## config.mk

```make
export PLATFORM = sky130hd
export DESIGN_NAME = block_delta8_audio_decoder
export DESIGN_NICKNAME = d
export VERILOG_FILES = /design/src/sv/bd8_pkg.sv /design/src/sv/bd8_decode.sv /design/src/sv/bd8_window.sv /design/src/sv/block_delta8_audio_decoder.sv
export SDC_FILE = /design/constraint.sdc
export NUM_CORES = 1
export LEC_CHECK = 0
export BUFFER_PORTS_ARGS = -buffer_cell sky130_fd_sc_hd__buf_2
export CORE_AREA = 2 2 184 186
export CTS_CLUSTER_DIAMETER = 200
export DETAILED_ROUTE_END_ITERATION = 10
export DIE_AREA = 0 0 186 188
export PLACE_DENSITY = 0.57
export SYNTH_ARGS = -nofsm -noshare
export SYNTH_HDL_FRONTEND = slang
export SYNTH_SLANG_ARGS = --single-unit
```

## constraint.sdc

```tcl
create_clock -name clk -period 6.8 [get_ports clk]
set_clock_uncertainty 0.05 [all_clocks]
set_input_delay 0.68 -clock clk [delete_from_list [all_inputs] [get_ports clk]]
set_output_delay 0.68 -clock clk [all_outputs]
set_load 0.02 [all_outputs]
```

## src/sv/bd8_pkg.sv

```systemverilog
`timescale 1ns / 1ps
// Shared types and constants for the block delta8 / PCM16 audio decoder.
// No dependencies; the design files refer to this package by scoped names, the testbench imports it.
package bd8_pkg;

  // Frames per Delta8 block: one anchor word followed by delta bytes.
  localparam int BLOCK_FRAMES = 128;
  localparam int BLK_POS_W    = $clog2(BLOCK_FRAMES);

  // Field widths fixed by the stream format.
  localparam int FRAME_W   = 27;
  localparam int SAMPLE_W  = 16;
  localparam int BYTE_W    = 8;
  localparam int CFG_IDX_W = 2;

  // Highest frame index; the frame counter stops here.
  localparam logic [FRAME_W-1:0] FRAME_MAX = '1;

  // Configuration register indexes.
  typedef enum logic [CFG_IDX_W-1:0] {
    CFG_ENCODING_MODE = 2'd0,
    CFG_SAMPLE_COUNT  = 2'd1,
    CFG_FIRST_FRAME   = 2'd2,
    CFG_FRAME_COUNT   = 2'd3
  } cfg_reg_t;

  // Payload coding.
  typedef enum logic {
    MODE_PCM16  = 1'b0,
    MODE_DELTA8 = 1'b1
  } enc_mode_t;

  // One decoded frame, from the decoder to the window check.
  typedef struct packed {
    logic                       done;
    logic signed [SAMPLE_W-1:0] value;
    logic [FRAME_W-1:0]         index;
  } frame_info_t;

  // Window check result for the current frame.
  typedef struct packed {
    logic emit;
    logic last;
  } window_hit_t;

endpackage

```

## src/sv/bd8_decode.sv

```systemverilog
`timescale 1ns / 1ps
// Byte-level decoder: PCM16 word pairing, Delta8 anchor and delta reconstruction,
// and the saturating frame counter. Depends on bd8_pkg.
module bd8_decode (
  input  logic                             clk,
  input  logic                             rst_n,
  input  logic                             step,
  input  logic [bd8_pkg::BYTE_W-1:0]       data_byte,
  input  logic                             clip_start,
  input  bd8_pkg::enc_mode_t               mode,
  output bd8_pkg::frame_info_t             frame
);

  logic                                phase_r, phase_nxt, phase_c;
  logic [bd8_pkg::BYTE_W-1:0]          hold_r, hold_nxt;
  logic [bd8_pkg::BLK_POS_W-1:0]       pos_r, pos_nxt, pos_c;
  logic signed [bd8_pkg::SAMPLE_W-1:0] recon_r, recon_nxt;
  logic [bd8_pkg::FRAME_W-1:0]         idx_r, idx_nxt, idx_c;
  logic signed [bd8_pkg::SAMPLE_W-1:0] word;
  logic signed [bd8_pkg::SAMPLE_W+1:0] delta_ext, sum;
  logic signed [bd8_pkg::SAMPLE_W-1:0] clamped;
  logic                                done;
  logic signed [bd8_pkg::SAMPLE_W-1:0] value;

  // A clip start clears the counters before the byte is used.
  assign phase_c = clip_start ? 1'b0 : phase_r;
  assign pos_c   = clip_start ? '0 : pos_r;
  assign idx_c   = clip_start ? '0 : idx_r;

  // Little-endian word and the scaled, clamped delta sum.
  assign word      = {data_byte, hold_r};
  assign delta_ext = {{2{data_byte[bd8_pkg::BYTE_W-1]}}, data_byte, 8'h00};
  assign sum       = {{2{recon_r[bd8_pkg::SAMPLE_W-1]}}, recon_r} + delta_ext;

  always_comb begin
    if (sum[bd8_pkg::SAMPLE_W+1:bd8_pkg::SAMPLE_W-1] == 3'b000 ||
        sum[bd8_pkg::SAMPLE_W+1:bd8_pkg::SAMPLE_W-1] == 3'b111) begin
      clamped = sum[bd8_pkg::SAMPLE_W-1:0];
    end else if (sum[bd8_pkg::SAMPLE_W+1] == 1'b0) begin
      clamped = 16'sh7FFF;
    end else begin
      clamped = 16'sh8000;
    end
  end

  // Next state for one byte.
  always_comb begin
    phase_nxt = phase_c;
    pos_nxt   = pos_c;
    hold_nxt  = hold_r;
    recon_nxt = recon_r;
    done      = 1'b0;
    value     = word;
    if (mode == bd8_pkg::MODE_PCM16 || pos_c == '0) begin
      // PCM16 word or Delta8 block anchor.
      if (!phase_c) begin
        hold_nxt  = data_byte;
        phase_nxt = 1'b1;
      end else begin
        phase_nxt = 1'b0;
        done      = 1'b1;
        if (mode == bd8_pkg::MODE_DELTA8) begin
          recon_nxt = word;
          pos_nxt   = bd8_pkg::BLK_POS_W'(1);
        end
      end
    end else begin
      // Delta byte; the block wraps back to an anchor after its last frame.
      recon_nxt = clamped;
      value     = clamped;
      done      = 1'b1;
      if (pos_c == bd8_pkg::BLK_POS_W'(bd8_pkg::BLOCK_FRAMES - 1)) begin
        pos_nxt   = '0;
        phase_nxt = 1'b0;
      end else begin
        pos_nxt = pos_c + bd8_pkg::BLK_POS_W'(1);
      end
    end
  end

  // Frame counter saturates at its top value.
  assign idx_nxt = (done && idx_c != bd8_pkg::FRAME_MAX) ?
                   idx_c + bd8_pkg::FRAME_W'(1) : idx_c;

  always_ff @(posedge clk) begin
    if (!rst_n) begin
      phase_r <= 1'b0;
      hold_r  <= '0;
      pos_r   <= '0;
      recon_r <= '0;
      idx_r   <= '0;
    end else if (step) begin
      phase_r <= phase_nxt;
      hold_r  <= hold_nxt;
      pos_r   <= pos_nxt;
      recon_r <= recon_nxt;
      idx_r   <= idx_nxt;
    end
  end

  assign frame.done  = done;
  assign frame.value = value;
  assign frame.index = idx_c;

endmodule

```

## src/sv/bd8_window.sv

```systemverilog
`timescale 1ns / 1ps
// Output window check: decides whether a frame index is emitted and whether it
// is the last one requested. Depends on bd8_pkg.
module bd8_window (
  input  bd8_pkg::frame_info_t          frame,
  input  logic [bd8_pkg::FRAME_W-1:0]   sample_count,
  input  logic [bd8_pkg::FRAME_W-1:0]   first_frame,
  input  logic [bd8_pkg::FRAME_W-1:0]   frame_count,
  output bd8_pkg::window_hit_t          hit
);

  logic                        win_open;
  logic [bd8_pkg::FRAME_W-1:0] offset;

  // The window end is the nearer of first_frame + frame_count and sample_count,
  // so each bound is checked on its own and all compares run in parallel.
  assign win_open = (first_frame < sample_count) && (frame_count != '0);
  assign offset   = frame.index - first_frame;

  assign hit.emit = frame.done && win_open && (frame.index >= first_frame) &&
                    (offset < frame_count) && (frame.index < sample_count);
  assign hit.last = (offset == frame_count - bd8_pkg::FRAME_W'(1)) ||
                    (frame.index == sample_count - bd8_pkg::FRAME_W'(1));

endmodule

```

## src/sv/block_delta8_audio_decoder.sv

```systemverilog
`timescale 1ns / 1ps
// Top level of the block delta8 / PCM16 audio decoder.
// Depends on bd8_pkg, bd8_decode and bd8_window.

// Bytes enter an input register and are decoded into an output register when
// that one is free or being drained, so one byte is taken every clock while the
// result side keeps up; a PCM16 frame needs two bytes, a Delta8 block an anchor
// word and one byte per later frame. The input register and the output register
// let a new byte in while a sample waits; a stalled output holds both once full.
// The user must write configuration only while no byte is in flight; the block
// does not enforce this. clip_start restarts frame and block counting.
module block_delta8_audio_decoder (
  input  logic                              clk,
  input  logic                              rst_n,
  // Configuration writes.
  input  logic                              cfg_we,
  input  logic [bd8_pkg::CFG_IDX_W-1:0]     cfg_index,
  input  logic [bd8_pkg::FRAME_W-1:0]       cfg_wdata,
  // Byte input.
  input  logic                              in_valid,
  output logic                              in_ready,
  input  logic [bd8_pkg::BYTE_W-1:0]        in_data_byte,
  input  logic                              in_clip_start,
  // Sample output.
  output logic                              out_valid,
  input  logic                              out_ready,
  output logic signed [bd8_pkg::SAMPLE_W-1:0] out_sample,
  output logic                              out_final_frame
);

  bd8_pkg::enc_mode_t                  mode_r;
  logic [bd8_pkg::FRAME_W-1:0]         sample_count_r;
  logic [bd8_pkg::FRAME_W-1:0]         first_frame_r;
  logic [bd8_pkg::FRAME_W-1:0]         frame_count_r;

  logic                                s1_valid_r, s1_valid_nxt;
  logic [bd8_pkg::BYTE_W-1:0]          s1_byte_r;
  logic                                s1_start_r;
  logic                                step;

  logic                                out_valid_r, out_valid_nxt;
  logic signed [bd8_pkg::SAMPLE_W-1:0] out_sample_r;
  logic                                out_final_r;

  bd8_pkg::frame_info_t                frame;
  bd8_pkg::window_hit_t                hit;

  // Configuration registers.
  always_ff @(posedge clk) begin
    if (!rst_n) begin
      mode_r         <= bd8_pkg::MODE_PCM16;
      sample_count_r <= bd8_pkg::FRAME_W'(1);
      first_frame_r  <= '0;
      frame_count_r  <= '0;
    end else if (cfg_we) begin
      unique case (bd8_pkg::cfg_reg_t'(cfg_index))
        bd8_pkg::CFG_ENCODING_MODE: mode_r         <= bd8_pkg::enc_mode_t'(cfg_wdata[0]);
        bd8_pkg::CFG_SAMPLE_COUNT:  sample_count_r <= cfg_wdata;
        bd8_pkg::CFG_FIRST_FRAME:   first_frame_r  <= cfg_wdata;
        bd8_pkg::CFG_FRAME_COUNT:   frame_count_r  <= cfg_wdata;
        default: ;
      endcase
    end
  end

  // The decode stage moves whenever the output register is free or being drained.
  assign step     = s1_valid_r && (!out_valid_r || out_ready);
  assign in_ready = !s1_valid_r || step;

  // Input register.
  always_comb begin
    s1_valid_nxt = s1_valid_r;
    if (in_valid && in_ready) begin
      s1_valid_nxt = 1'b1;
    end else if (step) begin
      s1_valid_nxt = 1'b0;
    end
  end

  always_ff @(posedge clk) begin
    if (!rst_n) begin
      s1_valid_r <= 1'b0;
    end else begin
      s1_valid_r <= s1_valid_nxt;
    end
  end

  always_ff @(posedge clk) begin
    if (in_valid && in_ready) begin
      s1_byte_r  <= in_data_byte;
      s1_start_r <= in_clip_start;
    end
  end

  bd8_decode u_decode (
    .clk        (clk),
    .rst_n      (rst_n),
    .step       (step),
    .data_byte  (s1_byte_r),
    .clip_start (s1_start_r),
    .mode       (mode_r),
    .frame      (frame)
  );

  bd8_window u_window (
    .frame        (frame),
    .sample_count (sample_count_r),
    .first_frame  (first_frame_r),
    .frame_count  (frame_count_r),
    .hit          (hit)
  );

  // Output register: loaded by a decoded frame inside the window.
  always_comb begin
    out_valid_nxt = out_valid_r;
    if (step) begin
      out_valid_nxt = hit.emit;
    end else if (out_ready) begin
      out_valid_nxt = 1'b0;
    end
  end

  always_ff @(posedge clk) begin
    if (!rst_n) begin
      out_valid_r <= 1'b0;
    end else begin
      out_valid_r <= out_valid_nxt;
    end
  end

  always_ff @(posedge clk) begin
    if (step && hit.emit) begin
      out_sample_r <= frame.value;
      out_final_r  <= hit.last;
    end
  end

  assign out_valid       = out_valid_r;
  assign out_sample      = out_sample_r;
  assign out_final_frame = out_final_r;

endmodule

```

==> qor_table.md <==
| Step | Parameter | This run |
|:---|:---|:---|
| pwr | Overall power | 2.77 mW |
| clocking | Number of buffers created by CTS | 17 |
| pwr | Power per unit of standard cell area | 192 nW/um^2 |
| cells and area | Most common library cell in the layout ignoring fill and taps | sky130_fd_sc_hd__nand2_1 |
| cells and area | Area overhead of the layout relative to synthesis | 10.8% |
| pwr | Switching Fraction | 32.3% |
| sta | F_max | 156 MHz |
| yosys | Post-Synthesis Mean Instance Area | 8.02 sq um |
| critical path | CP max FO | 30 |
| critical path | Maximum single-stage delay on the critical path | 530 ps |
| pwr | Int Pwr | 1.88 mW |
| yosys | Synthesized cell area | 13000 sq um |
| route | Total DRC errors in the routed layout | 0 |
| critical path | Reg-to-reg slack, setup | 380 ps |
| critical path | Number of logic stages on the critical path including buffering | 21 |
| clocking | CTS tree | done |
| yosys | Dominant cells by area after synthesis | sky130_fd_sc_hd__dfxtp_1, sky130_fd_sc_hd__ha_1, sky130_fd_sc_hd__nand2_1 |
| critical path | Cell repeated most along the worst path | sky130_fd_sc_hd__o2111ai_1 |
| critical path | Data arrival, critical path | 6520 ps |
| clocking | Clock H-tree levels | 4 |
| yosys | Unique cell type count in the Yosys netlist | 84 |
| pwr | Combinational fraction of design power | 23.8% |
| cells and area | Number of nets in the final layout | 1823 |
| yosys | Post-synth EDFFs | 26 |
| pwr | Max VDD drop | 0.176 mV |
| placement | HPWL after DPL | 29600 microns |
| pwr | Switching power summed over all nets | 896 uW |
| yosys | Synthesized instance count | 1622 |
| sta | Number of setup violations in the final report | 0 |
| sta | Max-slew violation count | 0 |
| critical path | Top cell family by delay on the critical path | compound AO/OA/AOI/OAI gates |
| route | Number of detailed-route iterations in the first pass | 5 |
| clocking | Sink count of the clock tree | 169 |
| sta | Tightest Pin Transition | 1190 ps |
| floorplanning | Core Region | 33100 sq um |
| floorplanning | Top-level I/O count | 62 |
| placement | Port Buffers | 61 |
| yosys | Sequential fraction of the synthesis area | 28.0% |
| yosys | Count of synthesis-stage warnings from yosys | 0 |
| pwr | Leakage Power | 5.73 nW |
| route | Vias post-DR | 11.5k |
| yosys | Share of synthesized flip-flops with an asynchronous set or reset | 0% |
| clocking | Clock latency on the worst-skew pair | 470 ps |
| critical path | CP Cell Sequence | buf_4 -> nand2b_1 -> ha_1 -> fa_1 -> nand2b_1 -> a211oi_2 -> o2111ai_1 -> o211ai_1 -> a221oi_1 -> xnor2_1 -> ha_1 -> nand4_1 -> nor2_1 -> a22oi_1 -> o2111ai_1 -> a311oi_1 -> o2111ai_1 -> or4_1 -> a211o_1 -> nor2_1 -> buf_4 |
| route | Final wirelength | 38000 microns |
| critical path | Path type of the worst setup path | register to register |
| grt | Initial antenna violation count | 0 |
| flow run | Max-cap viol count | 0 |
| grt | First-pass GRT wire length | 61000 microns |
| yosys | Nets in the synthesized netlist | 1787 |
| route | Post-DRT Antenna Nets | 0 |
| floorplanning | Initial core utilization | 39.3% |
| pwr | Share of total power in sequential cells | 38.6% |
| run status | Result of the run | finished, final reports clean |
| clocking | Cts-stage hold buffer count | 0 |
| floorplanning | Die height | 188 microns |
| sta | Relative slew margins | 21.0% |
| sta | Final hold violations | 0 |
| sta | Setup TNS after final layout | 0 ps |
| clocking | Post-CTS setup-driven buffer insertion count | 0 |
| cells and area | Fraction of layout cells with a size suffix above 1 | 8.62% |
| sta | Final Worst Setup Slack | 384 ps |
| yosys | Yosys top cell by area | sky130_fd_sc_hd__dfxtp_1 |
| grt | Pin count of the biggest net entering global routing | 82 |
| yosys | Post-synthesis register bit count | 169 |
| clocking | Buffer levels on the longest clock path | 2 |
| route | Average wire per standard cell | 17.9 microns |
| floorplanning | Horizontal die dimension | 186 microns |
| critical path | Worst EP required | 6910 ps |
| critical path | RR Startpoint | s1_start_r$_DFFE_PP_ |
| critical path | Nature of the critical path endpoint | register |
| critical path | CP max-delay cell | sky130_fd_sc_hd__or4_1 |
| hold path | Worst Hold Path Cells | 1 |
| critical path | Source of the critical timing path | s1_start_r$_DFFE_PP_ |
| clocking | Number of gates given a new drive strength after cts | 0 |
| sta | Portion of the clock cycle consumed by the worst path in the final layout | 94.3% |
| hold path | Class of the tightest hold or removal check | input port to register |
| floorplanning | Row count | 67 |
| cells and area | Diode insertion count for antenna repair | 0 |
| sta | Min Clock Period, post-route | 6420 ps |
| clocking | Clock Pin Slew Worst Setup and Hold Paths | 70 ps |
| floorplanning | DIE AREA | 35000 sq um |
| route | Avg Vias per Cell | 5.41 |
| pwr | Fraction of power consumed by the clock network | 37.5% |
| critical path | Kind of start point of the critical path | register |
| critical path | Critical path buffers and inverters | 2 |
| clocking | Cell at the root of the clock tree | sky130_fd_sc_hd__clkbuf_16 |
| route | Initial drt markers | 746 |
| critical path | Worst Reg-to-Reg Cells | 21 |
| yosys | Top FF cell, synth | sky130_fd_sc_hd__dfxtp_1 |
| placement | Pre-CTS setup slack | 501 ps |
| grt | Number of global-route vias before repair | 11.2k |
| cells and area | Post-layout utilization of the core | 43.5% |
| grt | GRT Resource Usage Total | 22.4% |
| yosys | Area share of the largest cell type after synthesis | 22.0% |
| sta | RSZ-0062 raised after global routing | no |
| cells and area | Most used cells in the layout excluding fill and tap cells | sky130_fd_sc_hd__nand2_1, sky130_fd_sc_hd__dfxtp_1, sky130_fd_sc_hd__ha_1, sky130_fd_sc_hd__inv_1, sky130_fd_sc_hd__xnor2_1 |
| hold path | Startpoint of the most critical hold path | in_data_byte[7] |
| placement | Routability-driven placement congestion ratio | 0.945 |
| grt | Total gr overflow | 0 |
[logic make-up after synthesis]
logic type	Yosys count	synth area share (%)
AO/OA/AOI/OAI	353	18.4
flip-flops	169	28.0
adder cells (fa/ha/maj)	131	12.5
multiplexers	18	1.40
buffers and inverters	170	5.02
AND/OR/NAND/NOR	646	24.6
XOR/XNOR	135	10.0
[cell usage after synthesis (all sizes together), types with 38 or more instances]
cell type  instances
nand3             38
a21boi            83
nor2b             51
a21oi             64
nor2              70
nand2            292
o21ai             68
ha               120
clkbuf            60
inv              101
dfxtp            143
xnor2            100
[power groups by stage]
stage	Combinational, mW	Sequential [mW]	Clock (mW)
after floorplan	0.489	1.08	0
after global placement	0.651	1.09	0
after detailed placement	0.655	1.09	0
after CTS	0.660	1.07	1.06
after global routing	0.731	1.08	1.10
final	0.661	1.07	1.04
[state kept, by name, summed over array words and instances, names as in the netlist, 7 cells and up]
register and flops:
u_decode.idx_r 27, u_decode.pos_r 7, frame_count_r 27, sample_count_r 27, out_sample 16, u_decode.recon_r 16
first_frame_r 27, u_decode.hold_r 8, s1_byte_r 8
[through the flow]
stage	area [sq um]	hold slack (ps)	instances
after floorplan	13000	393	1622
after global placement	13800	406	2087
after detailed placement	13800	409	2087
after CTS	14400	321	2119
after global routing	14400	326	2119
final	14400	344	2119
[metal layers]
layer	part of all wire [%]	track usage (%)	vias to the layer above
li1	-	-	5744
met1	47	30.2	5438
met2	47	36.3	229
met3	3.7	3.09	59
met4	2.8	8.21	0
met5	0	0	-
[worst paths after layout]
check,end
hold / removal,s1_byte_r[7]$_DFFE_PP_
hold reg to reg,frame_count_r[26]$_SDFFE_PN0P_
setup / recovery,out_sample[13]$_DFFE_PP_
setup reg to reg,out_sample[13]$_DFFE_PP_
[layout make-up]
type,instances,area (sq um)
Clock inverter,14,171
Tap cell,448,561
Inverter,102,383
Fill cell,3349,18700
Multi-Input combinational cell,1283,8710
Sequential cell,169,3640
Clock buffer,18,450
Timing Repair Buffer,85,488
[worst register-to-register path, cell delays in order (launching register included)]
cell,delay [ps]
sky130_fd_sc_hd__edfxtp_1,420
sky130_fd_sc_hd__buf_4,260
sky130_fd_sc_hd__nand2b_1,250
sky130_fd_sc_hd__ha_1,230
sky130_fd_sc_hd__fa_1,410
sky130_fd_sc_hd__nand2b_1,190
sky130_fd_sc_hd__a211oi_2,340
sky130_fd_sc_hd__o2111ai_1,250
sky130_fd_sc_hd__o211ai_1,470
sky130_fd_sc_hd__a221oi_1,250
sky130_fd_sc_hd__xnor2_1,180
sky130_fd_sc_hd__ha_1,320
sky130_fd_sc_hd__nand4_1,110
sky130_fd_sc_hd__nor2_1,80
sky130_fd_sc_hd__a22oi_1,200
sky130_fd_sc_hd__o2111ai_1,150
sky130_fd_sc_hd__a311oi_1,410
sky130_fd_sc_hd__o2111ai_1,180
sky130_fd_sc_hd__or4_1,530
sky130_fd_sc_hd__a211o_1,350
sky130_fd_sc_hd__nor2_1,220
sky130_fd_sc_hd__buf_4,250
(Power assumes the default switching activity.)
